`src/hdl/bba_pkg.sv`:
```
// Shared constants, codes and types of the bitmap block allocator.
// No dependencies; every other file of the block uses this package.
`default_nettype none

package bba_pkg;

    // Geometry of the swap space and of one request
    localparam int NUM_BLOCKS = 1024;
    localparam int MAX_REQ    = 64;

    // Field widths
    localparam int SIZE_W = 24;
    localparam int BS_W   = 13;
    localparam int BLK_W  = 10;
    localparam int ST_W   = 2;

    // Bitmap kept as rows of WORD_W bits
    localparam int WORD_W   = 32;
    localparam int BIT_W    = $clog2(WORD_W);
    localparam int NUM_ROWS = NUM_BLOCKS / WORD_W;
    localparam int ROW_W    = $clog2(NUM_ROWS);

    // Counters
    localparam int NEED_W  = $clog2(MAX_REQ + 1);
    localparam int CNT_W   = $clog2(NUM_BLOCKS + 1);
    localparam int DIV_CW  = $clog2(SIZE_W);

    // Command queue between front and back (power of two)
    localparam int Q_DEPTH = 2;
    localparam int Q_AW    = $clog2(Q_DEPTH);
    localparam int Q_CW    = $clog2(Q_DEPTH + 1);

    localparam logic [BS_W-1:0] BS_RESET = BS_W'(64);

    // Input commands
    localparam logic CMD_RESERVE = 1'b0;
    localparam logic CMD_FREE    = 1'b1;

    // Result status codes
    localparam logic [ST_W-1:0] ST_OK        = 2'd0;
    localparam logic [ST_W-1:0] ST_NO_SPACE  = 2'd1;
    localparam logic [ST_W-1:0] ST_TOO_LARGE = 2'd2;
    localparam logic [ST_W-1:0] ST_BAD_INDEX = 2'd3;

    // Classified command handed from front to back
    typedef enum logic [1:0] {
        K_RESERVE,
        K_TOO_LARGE,
        K_FREE,
        K_BAD_INDEX
    } t_kind;

    typedef struct packed {
        t_kind             kind;
        logic [NEED_W-1:0] need;
        logic [BLK_W-1:0]  index;
    } t_cmd;

    typedef struct packed {
        logic [BLK_W-1:0] blk;
        logic [ST_W-1:0]  status;
        logic             last;
    } t_rsp;

endpackage

`default_nettype wire

```
`src/hdl/bba_ifs.sv`:
```
// Valid/ready channel interfaces for request and result items.
// Depends on bba_pkg for field widths.
`default_nettype none

interface bba_req_if;
    logic                             valid;
    logic                             ready;
    logic                             command;
    logic [bba_pkg::SIZE_W-1:0]       process_size;
    logic [bba_pkg::BLK_W-1:0]        block_index;

    modport source (output valid, command, process_size, block_index, input ready);
    modport sink   (input valid, command, process_size, block_index, output ready);
endinterface

interface bba_rsp_if;
    logic                             valid;
    logic                             ready;
    logic [bba_pkg::BLK_W-1:0]        allocated_block;
    logic [bba_pkg::ST_W-1:0]         status;
    logic                             last;

    modport source (output valid, allocated_block, status, last, input ready);
    modport sink   (input valid, allocated_block, status, last, output ready);
endinterface

`default_nettype wire

```
`src/hdl/bitmap_block_allocator_unit.sv`:
```
// Top level of the bitmap first-fit swap block allocator.
// Depends on bba_pkg, bba_ifs, bba_front, bba_queue and bba_back.
`default_nettype none

// Keeps one used/free bit per swap block (1024 blocks) and a free count.
// A reserve item asks for process_size / block_size + 1 blocks and gets the
// lowest-numbered free ones, one result item per block in ascending order,
// the final one marked last; a request over 64 blocks or over the free count
// gets one result with an error status and changes nothing. A free item
// clears one block and gives one result. All blocks are free straight out of
// reset: per-row valid bits stand in for a clearing pass, so items are taken
// as soon as reset is released. The front end divides the size one quotient
// bit per cycle and then classifies the item; the back end then visits the
// bitmap rows of 32 blocks in turn, loading each row and claiming its free
// blocks one by one, each claim going out as a result. A reserve that is
// rejected still goes through the division. A two-entry queue lets the next
// item be divided while the back end is still claiming; the single result
// register holds a result while it waits, and the back end makes no further
// claim until that result is taken. block_size is written through
// i_cfg_we/i_cfg_data; the user is to write it only while the block is
// idle, which the block itself does not enforce; a value of 0 acts as 1.
module bitmap_block_allocator_unit (
    input  wire logic                     i_clk,
    input  wire logic                     i_rst_n,
    input  wire logic                     i_cfg_we,
    input  wire logic [bba_pkg::BS_W-1:0] i_cfg_data,
    bba_req_if.sink                       i_req,
    bba_rsp_if.source                     o_rsp
);
    import bba_pkg::*;

    logic [BS_W-1:0] r_block_size;
    logic            push_vld;
    logic            push_rdy;
    t_cmd            push_data;
    logic            q_vld;
    logic            q_pop;
    t_cmd            q_data;
    logic            out_vld;
    t_rsp            out_data;

    // Block size register
    always_ff @(posedge i_clk) begin
        if (!i_rst_n) begin
            r_block_size <= BS_RESET;
        end else if (i_cfg_we) begin
            r_block_size <= i_cfg_data;
        end
    end

    bba_front u_front (
        .i_clk          (i_clk),
        .i_rst_n        (i_rst_n),
        .i_block_size   (r_block_size),
        .i_in_vld       (i_req.valid),
        .i_command      (i_req.command),
        .i_process_size (i_req.process_size),
        .i_block_index  (i_req.block_index),
        .o_in_rdy       (i_req.ready),
        .o_push_vld     (push_vld),
        .o_push_data    (push_data),
        .i_push_rdy     (push_rdy)
    );

    bba_queue u_queue (
        .i_clk       (i_clk),
        .i_rst_n     (i_rst_n),
        .i_push_vld  (push_vld),
        .i_push_data (push_data),
        .o_push_rdy  (push_rdy),
        .o_pop_vld   (q_vld),
        .o_pop_data  (q_data),
        .i_pop       (q_pop)
    );

    bba_back u_back (
        .i_clk     (i_clk),
        .i_rst_n   (i_rst_n),
        .i_q_vld   (q_vld),
        .i_q_data  (q_data),
        .o_q_pop   (q_pop),
        .o_out_vld (out_vld),
        .o_out     (out_data),
        .i_out_rdy (o_rsp.ready)
    );

    // Result channel
    assign o_rsp.valid           = out_vld;
    assign o_rsp.allocated_block = out_data.blk;
    assign o_rsp.status          = out_data.status;
    assign o_rsp.last            = out_data.last;

endmodule

`default_nettype wire

```
`src/hdl/bba_front.sv`:
```
// Front end: accepts request items, divides size by block size bit-serially
// and classifies each item into a command for the back end. Uses bba_pkg.
`default_nettype none

module bba_front (
    input  wire logic                       i_clk,
    input  wire logic                       i_rst_n,
    input  wire logic [bba_pkg::BS_W-1:0]   i_block_size,
    input  wire logic                       i_in_vld,
    input  wire logic                       i_command,
    input  wire logic [bba_pkg::SIZE_W-1:0] i_process_size,
    input  wire logic [bba_pkg::BLK_W-1:0]  i_block_index,
    output logic                            o_in_rdy,
    output logic                            o_push_vld,
    output bba_pkg::t_cmd                   o_push_data,
    input  wire logic                       i_push_rdy
);
    import bba_pkg::*;

    typedef enum logic [1:0] {F_IDLE, F_DIV, F_CLASS, F_PUSH} t_fstate;

    t_fstate           r_state;
    logic [BS_W-1:0]   r_bs;
    logic [BS_W-1:0]   r_rem;
    logic [SIZE_W-1:0] r_quo;
    logic [DIV_CW-1:0] r_cnt;
    t_cmd              r_cmd;

    logic [BS_W:0]     n_trial;
    logic              n_qbit;
    logic [BS_W:0]     n_diff;
    logic              accept;

    // One restoring-division step per cycle
    always_comb begin
        n_trial = {r_rem, r_quo[SIZE_W-1]};
        n_diff  = n_trial - {1'b0, r_bs};
        n_qbit  = (n_trial >= {1'b0, r_bs});
    end

    assign accept      = i_in_vld && (r_state == F_IDLE);
    assign o_in_rdy    = (r_state == F_IDLE);
    assign o_push_vld  = (r_state == F_PUSH);
    assign o_push_data = r_cmd;

    always_ff @(posedge i_clk) begin
        if (!i_rst_n) begin
            r_state <= F_IDLE;
        end else begin
            case (r_state)
                F_IDLE: begin
                    if (accept) begin
                        if (i_command == CMD_FREE) begin
                            r_cmd.kind  <= (32'(i_block_index) >= NUM_BLOCKS) ?
                                           K_BAD_INDEX : K_FREE;
                            r_cmd.need  <= '0;
                            r_cmd.index <= i_block_index;
                            r_state     <= F_PUSH;
                        end else begin
                            // zero block size behaves as one
                            r_bs    <= (i_block_size == '0) ? BS_W'(1) : i_block_size;
                            r_rem   <= '0;
                            r_quo   <= i_process_size;
                            r_cnt   <= '0;
                            r_state <= F_DIV;
                        end
                    end
                end
                F_DIV: begin
                    r_rem <= n_qbit ? n_diff[BS_W-1:0] : n_trial[BS_W-1:0];
                    r_quo <= {r_quo[SIZE_W-2:0], n_qbit};
                    r_cnt <= r_cnt + DIV_CW'(1);
                    if (r_cnt == DIV_CW'(SIZE_W - 1)) begin
                        r_state <= F_CLASS;
                    end
                end
                F_CLASS: begin
                    // blocks needed = quotient + 1
                    r_cmd.index <= '0;
                    if (r_quo >= SIZE_W'(MAX_REQ)) begin
                        r_cmd.kind <= K_TOO_LARGE;
                        r_cmd.need <= '0;
                    end else begin
                        r_cmd.kind <= K_RESERVE;
                        r_cmd.need <= NEED_W'(r_quo) + NEED_W'(1);
                    end
                    r_state <= F_PUSH;
                end
                F_PUSH: begin
                    if (i_push_rdy) begin
                        r_state <= F_IDLE;
                    end
                end
                default: begin
                    r_state <= F_IDLE;
                end
            endcase
        end
    end

endmodule

`default_nettype wire

```
`src/hdl/bba_queue.sv`:
```
// Short command queue that decouples the front end from the back end.
// Depends on bba_pkg for the command type and depth.
`default_nettype none

module bba_queue (
    input  wire logic          i_clk,
    input  wire logic          i_rst_n,
    input  wire logic          i_push_vld,
    input  wire bba_pkg::t_cmd i_push_data,
    output logic               o_push_rdy,
    output logic               o_pop_vld,
    output bba_pkg::t_cmd      o_pop_data,
    input  wire logic          i_pop
);
    import bba_pkg::*;

    t_cmd            r_mem [Q_DEPTH];
    logic [Q_AW-1:0] r_wp;
    logic [Q_AW-1:0] r_rp;
    logic [Q_CW-1:0] r_cnt;
    logic            push;
    logic            pop;

    assign o_push_rdy = (r_cnt != Q_CW'(Q_DEPTH));
    assign o_pop_vld  = (r_cnt != '0);
    assign o_pop_data = r_mem[r_rp];
    assign push       = i_push_vld && o_push_rdy;
    assign pop        = i_pop && o_pop_vld;

    // Entry storage
    always_ff @(posedge i_clk) begin
        if (push) begin
            r_mem[r_wp] <= i_push_data;
        end
    end

    // Pointers and fill level
    always_ff @(posedge i_clk) begin
        if (!i_rst_n) begin
            r_wp  <= '0;
            r_rp  <= '0;
            r_cnt <= '0;
        end else begin
            if (push) begin
                r_wp <= r_wp + Q_AW'(1);
            end
            if (pop) begin
                r_rp <= r_rp + Q_AW'(1);
            end
            if (push && !pop) begin
                r_cnt <= r_cnt + Q_CW'(1);
            end else if (pop && !push) begin
                r_cnt <= r_cnt - Q_CW'(1);
            end
        end
    end

endmodule

`default_nettype wire

```
`src/hdl/bba_back.sv`:
```
// Back end: owns the used/free bitmap (row memory plus row valid bits) and
// the free count, carries out commands and drives the result register. Uses bba_pkg.
`default_nettype none

module bba_back (
    input  wire logic          i_clk,
    input  wire logic          i_rst_n,
    input  wire logic          i_q_vld,
    input  wire bba_pkg::t_cmd i_q_data,
    output logic               o_q_pop,
    output logic               o_out_vld,
    output bba_pkg::t_rsp      o_out,
    input  wire logic          i_out_rdy
);
    import bba_pkg::*;

    typedef enum logic [2:0] {S_IDLE, S_FREE, S_LOAD, S_SCAN, S_EMIT} t_bstate;

    t_bstate            r_state;
    t_cmd               r_cmd;
    t_rsp               r_res;
    t_rsp               r_out;
    logic               r_out_vld;
    logic [CNT_W-1:0]   r_free_cnt;
    logic [ROW_W-1:0]   r_row;
    logic [WORD_W-1:0]  r_word;
    logic               r_dirty;
    logic [NEED_W-1:0]  r_got;

    // Bitmap rows; a row not yet written reads as all free
    logic [WORD_W-1:0]  r_mem [NUM_ROWS];
    logic [NUM_ROWS-1:0] r_row_vld;
    logic [WORD_W-1:0]  r_rd_data;
    logic               r_rd_vld;

    logic [ROW_W-1:0]   ra;
    logic               we;
    logic [ROW_W-1:0]   wa;
    logic [WORD_W-1:0]  wd;
    logic [WORD_W-1:0]  word_eff;
    logic [BIT_W-1:0]   fz_bit;
    logic               word_full;
    logic               emit_ok;
    logic               out_load;
    logic               last_claim;
    logic [BIT_W-1:0]   free_bit;

    // Lowest clear bit of the current row
    always_comb begin
        fz_bit = '0;
        for (int i = WORD_W - 1; i >= 0; i--) begin
            if (!r_word[i]) begin
                fz_bit = BIT_W'(i);
            end
        end
    end

    assign word_full  = &r_word;
    assign word_eff   = r_rd_vld ? r_rd_data : '0;
    assign emit_ok    = !r_out_vld || i_out_rdy;
    // result register takes a new item this cycle
    assign out_load   = emit_ok && ((r_state == S_SCAN && !word_full) || (r_state == S_EMIT));
    assign last_claim = ((r_got + NEED_W'(1)) == r_cmd.need);
    assign free_bit   = r_cmd.index[BIT_W-1:0];
    assign o_q_pop    = (r_state == S_IDLE);
    assign o_out_vld  = r_out_vld;
    assign o_out      = r_out;

    // Memory port control
    always_comb begin
        ra = r_row;
        we = 1'b0;
        wa = r_row;
        wd = r_word;
        case (r_state)
            S_IDLE: begin
                ra = (i_q_data.kind == K_FREE) ? i_q_data.index[BIT_W +: ROW_W] : '0;
            end
            S_FREE: begin
                we = word_eff[free_bit];
                wd = word_eff & ~(WORD_W'(1) << free_bit);
            end
            S_SCAN: begin
                if (word_full) begin
                    we = r_dirty;
                    ra = r_row + ROW_W'(1);
                end else if (emit_ok && last_claim) begin
                    we = 1'b1;
                    wd = r_word | (WORD_W'(1) << fz_bit);
                end
            end
            default: begin
                ra = r_row;
            end
        endcase
    end

    // Bitmap row storage with registered read
    always_ff @(posedge i_clk) begin
        if (we) begin
            r_mem[wa] <= wd;
        end
        r_rd_data <= r_mem[ra];
    end

    // Command sequencer, counters and result register
    always_ff @(posedge i_clk) begin
        if (!i_rst_n) begin
            r_state    <= S_IDLE;
            r_out_vld  <= 1'b0;
            r_free_cnt <= CNT_W'(NUM_BLOCKS);
            r_row_vld  <= '0;
            r_rd_vld   <= 1'b0;
        end else begin
            r_rd_vld <= r_row_vld[ra];
            if (we) begin
                r_row_vld[wa] <= 1'b1;
            end
            if (out_load) begin
                r_out_vld <= 1'b1;
            end else if (i_out_rdy) begin
                r_out_vld <= 1'b0;
            end
            case (r_state)
                S_IDLE: begin
                    if (i_q_vld) begin
                        r_cmd <= i_q_data;
                        r_row <= ra;
                        r_got <= '0;
                        r_dirty <= 1'b0;
                        case (i_q_data.kind)
                            K_FREE: begin
                                r_state <= S_FREE;
                            end
                            K_BAD_INDEX: begin
                                r_res   <= '{blk: '0, status: ST_BAD_INDEX, last: 1'b1};
                                r_state <= S_EMIT;
                            end
                            K_TOO_LARGE: begin
                                r_res   <= '{blk: '0, status: ST_TOO_LARGE, last: 1'b1};
                                r_state <= S_EMIT;
                            end
                            K_RESERVE: begin
                                if (CNT_W'(i_q_data.need) > r_free_cnt) begin
                                    r_res   <= '{blk: '0, status: ST_NO_SPACE, last: 1'b1};
                                    r_state <= S_EMIT;
                                end else begin
                                    r_state <= S_LOAD;
                                end
                            end
                            default: begin
                                r_state <= S_IDLE;
                            end
                        endcase
                    end
                end
                S_FREE: begin
                    // freeing an already free block changes nothing
                    if (word_eff[free_bit]) begin
                        r_free_cnt <= r_free_cnt + CNT_W'(1);
                    end
                    r_res   <= '{blk: '0, status: ST_OK, last: 1'b1};
                    r_state <= S_EMIT;
                end
                S_LOAD: begin
                    r_word  <= word_eff;
                    r_dirty <= 1'b0;
                    r_state <= S_SCAN;
                end
                S_SCAN: begin
                    if (word_full) begin
                        // row exhausted: move on to the next one
                        r_row   <= r_row + ROW_W'(1);
                        r_state <= S_LOAD;
                    end else if (emit_ok) begin
                        r_word[fz_bit] <= 1'b1;
                        r_dirty        <= 1'b1;
                        r_got          <= r_got + NEED_W'(1);
                        r_free_cnt     <= r_free_cnt - CNT_W'(1);
                        r_out          <= '{blk: {r_row, fz_bit}, status: ST_OK,
                                            last: last_claim};
                        if (last_claim) begin
                            r_state <= S_IDLE;
                        end
                    end
                end
                S_EMIT: begin
                    if (emit_ok) begin
                        r_out     <= r_res;
                        r_state   <= S_IDLE;
                    end
                end
                default: begin
                    r_state <= S_IDLE;
                end
            endcase
        end
    end

    // Free count never exceeds the pool size
    a_free_cnt_range: assert property (@(posedge i_clk) disable iff (!i_rst_n)
        r_free_cnt <= CNT_W'(NUM_BLOCKS))
        else $error("free count above pool size");

    // A reserve never claims more blocks than it asked for
    a_got_below_need: assert property (@(posedge i_clk) disable iff (!i_rst_n)
        (r_state == S_SCAN) |-> (r_got < r_cmd.need))
        else $error("claim count reached request size during scan");

    // The free count check keeps the scan from running off the last row
    a_scan_in_range: assert property (@(posedge i_clk) disable iff (!i_rst_n)
        (r_state == S_SCAN && word_full) |-> (r_row != ROW_W'(NUM_ROWS - 1)))
        else $error("scan ran past the last bitmap row");

    // Each claim lands in the result register as a good item
    a_claim_emits: assert property (@(posedge i_clk) disable iff (!i_rst_n)
        (r_state == S_SCAN && !word_full && emit_ok) |=>
        (r_out_vld && r_out.status == ST_OK))
        else $error("claimed block not presented as a result");

endmodule

`default_nettype wire

```
`src/flat_wrapper.sv`:
```
// flat-port wrapper written by rule: the top's interface ports become plain ports
module bitmap_block_allocator_unit_flat import bba_pkg::*;
  (i_clk, i_rst_n, i_cfg_we, i_cfg_data, i_req_valid, i_req_command, i_req_process_size, i_req_block_index, i_req_ready, o_rsp_valid, o_rsp_allocated_block, o_rsp_status, o_rsp_last, o_rsp_ready);
  bba_req_if i_req_i ();
  bba_rsp_if o_rsp_i ();
  input  wire logic i_clk;
  input  wire logic i_rst_n;
  input  wire logic i_cfg_we;
  input  wire logic [bba_pkg::BS_W-1:0] i_cfg_data;
  input wire logic [$bits(i_req_i.valid)-1:0] i_req_valid;
  input wire logic [$bits(i_req_i.command)-1:0] i_req_command;
  input wire logic [$bits(i_req_i.process_size)-1:0] i_req_process_size;
  input wire logic [$bits(i_req_i.block_index)-1:0] i_req_block_index;
  output wire logic [$bits(i_req_i.ready)-1:0] i_req_ready;
  output wire logic [$bits(o_rsp_i.valid)-1:0] o_rsp_valid;
  output wire logic [$bits(o_rsp_i.allocated_block)-1:0] o_rsp_allocated_block;
  output wire logic [$bits(o_rsp_i.status)-1:0] o_rsp_status;
  output wire logic [$bits(o_rsp_i.last)-1:0] o_rsp_last;
  input wire logic [$bits(o_rsp_i.ready)-1:0] o_rsp_ready;
  assign i_req_i.valid = i_req_valid;
  assign i_req_i.command = i_req_command;
  assign i_req_i.process_size = i_req_process_size;
  assign i_req_i.block_index = i_req_block_index;
  assign i_req_ready = i_req_i.ready;
  assign o_rsp_valid = o_rsp_i.valid;
  assign o_rsp_allocated_block = o_rsp_i.allocated_block;
  assign o_rsp_status = o_rsp_i.status;
  assign o_rsp_last = o_rsp_i.last;
  assign o_rsp_i.ready = o_rsp_ready;
  bitmap_block_allocator_unit u_core (.i_clk(i_clk), .i_rst_n(i_rst_n), .i_cfg_we(i_cfg_we), .i_cfg_data(i_cfg_data), .i_req(i_req_i), .o_rsp(o_rsp_i));
endmodule
```
`config.mk`:
```
export PLATFORM = sky130hd
export DESIGN_NAME = bitmap_block_allocator_unit_flat
export DESIGN_NICKNAME = d
export VERILOG_FILES = /design/src/hdl/bba_pkg.sv /design/src/hdl/bba_ifs.sv /design/src/hdl/bitmap_block_allocator_unit.sv /design/src/hdl/bba_front.sv /design/src/hdl/bba_queue.sv /design/src/hdl/bba_back.sv /design/src/flat_wrapper.sv
export SDC_FILE = /design/constraint.sdc
export NUM_CORES = 2
export LEC_CHECK = 0
export ABC_AREA = 1
export BUFFER_PORTS_ARGS = -buffer_cell sky130_fd_sc_hd__buf_2
export CAP_MARGIN = 20
export CORE_ASPECT_RATIO = 0.9
export CORE_MARGIN = 3
export CORE_UTILIZATION = 30
export DETAILED_ROUTE_END_ITERATION = 10
export PLACE_DENSITY = 0.46
export SLEW_MARGIN = 10
export SYNTH_ARGS = -nofsm -noshare
export SYNTH_HDL_FRONTEND = slang
export SYNTH_SLANG_ARGS = --single-unit
```
`constraint.sdc`:
```
create_clock -name i_clk -period 18.45 [get_ports i_clk]
set_input_delay 0.9225 -clock i_clk [delete_from_list [all_inputs] [get_ports i_clk]]
set_output_delay 0.9225 -clock i_clk [all_outputs]
set_load 0.005 [all_outputs]
```
==> impl_metrics.csv <==
group,metric,value,unit
run_status,outcome,"complete, no violations",
setup_path,worstPathCellList,"inv_2 > or2_2 > o21ai_1 > nor2_1 > nand2_1 > inv_1 > a21oi_1 > o211ai_2 > nand2_8 > buf_4 > buf_4 > buf_4 > o21ai_0 > o22ai_1 > o21ai_1 > o21ai_1 > nor2_1 > a31oi_1",
clock_tree,ctsLongestPathBuffers,3,
clock_tree,cts_tree,"built",
power,p_leak,20.3,nW
sta,slew_headroom,21.5,%
global_routing,grt_max_degree,211,
place,post-place-cells,6702,
layout,drive_above_1_share,9.90,%
sta,max_freq,184,MHz
setup_path,slowest_stage,"dfxtp_1",
clock_tree,post-cts-setup-buffers,0,
die,core-area,179000,um^2
place,port_buffers,67,
global_routing,track_usage,17.9,%
die,dieArea,185000,um^2
power,cellPowerDensity,198,nW/um^2
setup_path,arrival,6.14,ns
sta,tightest_slew,1.17,ns
place,dpl_cell_area,57000,um^2
synthesis,synth_cell_types,60,
layout,nNetsFinal,4572,
synthesis,synth-compound-area-share,13.0,%
layout,n_fill_cell,17500,
routing,routed_wl,169000,um
sta,setup_slack,13.01,ns
routing,routedWlPerCell,24.2,um
synthesis,yosys_warnings,0,
global_routing,antenna_found_initial,3,
synthesis,synthMuxAreaShare,0,%
routing,via_count,36400,
clock_tree,cts.clk_slew.worst_paths,0.06,ns
routing,remaining_drc_errors,0,
place,dp_hpwl,88000,um
routing,vias_per_cell,5.21,
setup_path,endpoint_kind,"register",
clock_tree,hold_buffers,0,
layout,area_growth,14.7,%
synthesis,synthesis.nets,4554,
sta,period_share,29.5,%
setup_path,path_max_fanout,78,
sta,drv_slew,0,
synthesis,synthXorXnorAreaFrac,0.552,%
die,die_h,408,um
setup_path,required,19.15,ns
clock_tree,clockRootBuffer,"clkbuf_16",
setup_path,crit_path_start_kind,"register",
clock_tree,cts_max_level,4,
worst_hold_path,hold_class,"primary input to register",
sta,final-setup-viol-count,0,
job,cap_violations,0,
global_routing,grt_pass1_wl,246000,um
sta,setup_tns,0,ns
setup_path,path_class,"register to register",
routing,ant_nets,0,
synthesis,synthAdderAreaFrac,1.05,%
sta,rsz0062_at_grt,"no",
synthesis,synth_top_family_by_area,"compound AO/OA/AOI/OAI gates",
clock_tree,cts_made_buffers,142,
synthesis,synth_area,54000,um^2
layout,final_core_util,34.7,%
power,ir_drop,240,uV
die,num_io_pins,68,
die,start_util,30.2,%
synthesis,ys_seq_area_share,70.9,%
synthesis,syn_avg_cell_area,12.1,um^2
setup_path,critPathMaxStageDelay,0.75,ns
layout,stdcell_count,6980,
place,gp_congestion,0.889,
routing,dr.pass1.iters,6,
clock_tree,clock_latency,0.78,ns
global_routing,overflow,0,
clock_tree,cts_resized,0,
die,die_width,453,um
global_routing,grt_pass1_vias,34800,
synthesis,synthCells,4457,
synthesis,ys_ff_latch,1308,
sta,hold_viol_final,0,
clock_tree,cts_sinks,1308,
sta,layout_min_cycle_time,5.44,ns
layout,design_area,61900,um^2
synthesis,synthSimpleGateAreaFrac,10.8,%
place,place_ws,13.02,ns
die,rows,147,
sta,skew,0.0300,ns
routing,drt_iter0_markers,4002,
-- where the power goes --
group	leakage [nW]	switching, W	internal (W)
clock network	2.28	0.00119	0.00165
logic	6.31	0.00409	0.00148
registers	11.8	0.000113	0.00370
-- sequential cells by signal, indices dropped and copies added, names as in the netlist, 19 cells and up, named ones only --
signal and flops:
u_core.u_back.r_mem 1024, u_core.u_queue.r_mem 38, u_core.u_back.r_rd_data 32, u_core.u_back.r_row_vld 32, u_core.u_back.r_word 32, u_core.u_front.r_quo 24
u_core.u_front.o_push_data 19
-- Yosys cell counts (all sizes together) --
master | n | share of area [%]
o21ai | 700 | 6.5
fa | 2 | 0.074
a32oi | 13 | 0.21
xnor2 | 13 | 0.21
a211oi | 3 | 0.042
nand4 | 45 | 0.52
a2111oi | 1 | 0.016
o311ai | 4 | 0.065
nor2 | 842 | 5.9
nor3 | 18 | 0.18
a221oi | 5 | 0.081
nand3 | 140 | 1.3
a221o | 1 | 0.019
clkinv | 4 | 0.030
nand2 | 362 | 2.6
a21boi | 1 | 0.014
a41o | 1 | 0.019
o22ai | 96 | 1.1
nor4 | 11 | 0.17
ha | 42 | 0.97
o41ai | 2 | 0.032
inv | 163 | 1.1
o2111ai | 1 | 0.016
a32o | 1 | 0.019
dfxtp | 100 | 3.7
clkbuf | 187 | 1.3
a31oi | 36 | 0.42
a311oi | 2 | 0.032
nor3b | 3 | 0.042
a22oi | 15 | 0.23
o21a | 2 | 0.028
or2 | 4 | 0.046
edfxtp | 1208 | 67
o31ai | 3 | 0.051
o211ai | 40 | 0.57
buf | 109 | 1.2
a21oi | 74 | 0.71
o21bai | 5 | 0.070
o221ai | 173 | 2.8
nand3b | 4 | 0.056
xor2 | 21 | 0.34
-- worst paths after layout --
kind | from | to | slack [ns] | depth (start not counted)
worst max-delay path | register | u_core.u_back.r_rd_data[26]$_DFF_P_ | 13.01 | 18
worst min-delay path | i_cfg_data[6] | u_core.r_block_size[6]$_SDFFE_PN1P_ | 0.39 | 3
worst max register to register | register | u_core.u_back.r_rd_data[26]$_DFF_P_ | 13.01 | 18
worst min register to register | u_core.u_front.o_push_data[7]$_SDFFCE_PP0P_ | u_core.u_queue.r_mem[0][7]$_DFFE_PP_ | 0.45 | 0
-- metrics by stage --
step                total power, W  hold WS, ns
floorplan                  0.00761        0.421
global placement           0.00938        0.427
detailed placement         0.00939        0.440
CTS                         0.0123        0.329
global route                0.0130        0.372
finish                      0.0122        0.391
-- routing by layer --
| layer | part of all wire (%) | global-route usage, % | vias up |
|---|---|---|---|
| li1 | - | - | 16500 |
| met1 | 47 | 26.1 | 18500 |
| met2 | 45 | 27.2 | 1088 |
| met3 | 5.7 | 3.00 | 238 |
| met4 | 2.4 | 4.97 | 0 |
| met5 | 0 | 0 | - |
-- cell type report --
cell class	instances	area, um^2	area share (%)
repair buffers	170	1320	2.13
multi-input cells	2686	14000	22.7
flip-flops and latches	1308	38300	61.8
inverters	167	658	1.06
clock buffers	195	3960	6.40
well taps	2384	2980	4.82
clock inverters	69	681	1.10
diodes	1	2.50	0.00404
-- critical path: cells and delay by family, from the launching register on --
family                 cells  cell delay (ns)
buffers and inverters      5             2.24
AOI/OAI and AO/OA          8             1.28
and+or+nand+nor            5             0.95
DFF                        1             0.75
-- cells in the final DEF, fill, tap and decap left out, drive strengths merged, types with 3 or more instances in the layout --
master | netlist | layout
o211ai | 40 | 40
edfxtp | 1208 | 1208
buf | 109 | 168
a211oi | 3 | 3
nor4 | 11 | 11
nand4 | 45 | 45
nor2 | 842 | 842
dfxtp | 100 | 100
a22oi | 15 | 15
o221ai | 173 | 173
nor3b | 3 | 3
o21bai | 5 | 5
o22ai | 96 | 96
nand3b | 4 | 4
a32oi | 13 | 13
bufinv | 0 | 10
clkbuf | 187 | 197
nand3 | 140 | 140
a21oi | 74 | 74
nor3 | 18 | 18
a31oi | 36 | 36
inv | 163 | 171
o21ai | 700 | 700
ha | 42 | 42
xor2 | 21 | 21
clkinv | 4 | 54
o311ai | 4 | 4
xnor2 | 13 | 13
nand2 | 362 | 362
o31ai | 3 | 3
a221oi | 5 | 5
or2 | 4 | 4
-- cell families after synthesis --
family / count (synthesis)
xor+xnor: 34
buf+inv: 463
compound gates: 1179
simple gates: 1429
fa+ha+maj: 44
flops: 1308
Power figures use the tool's default switching activity.
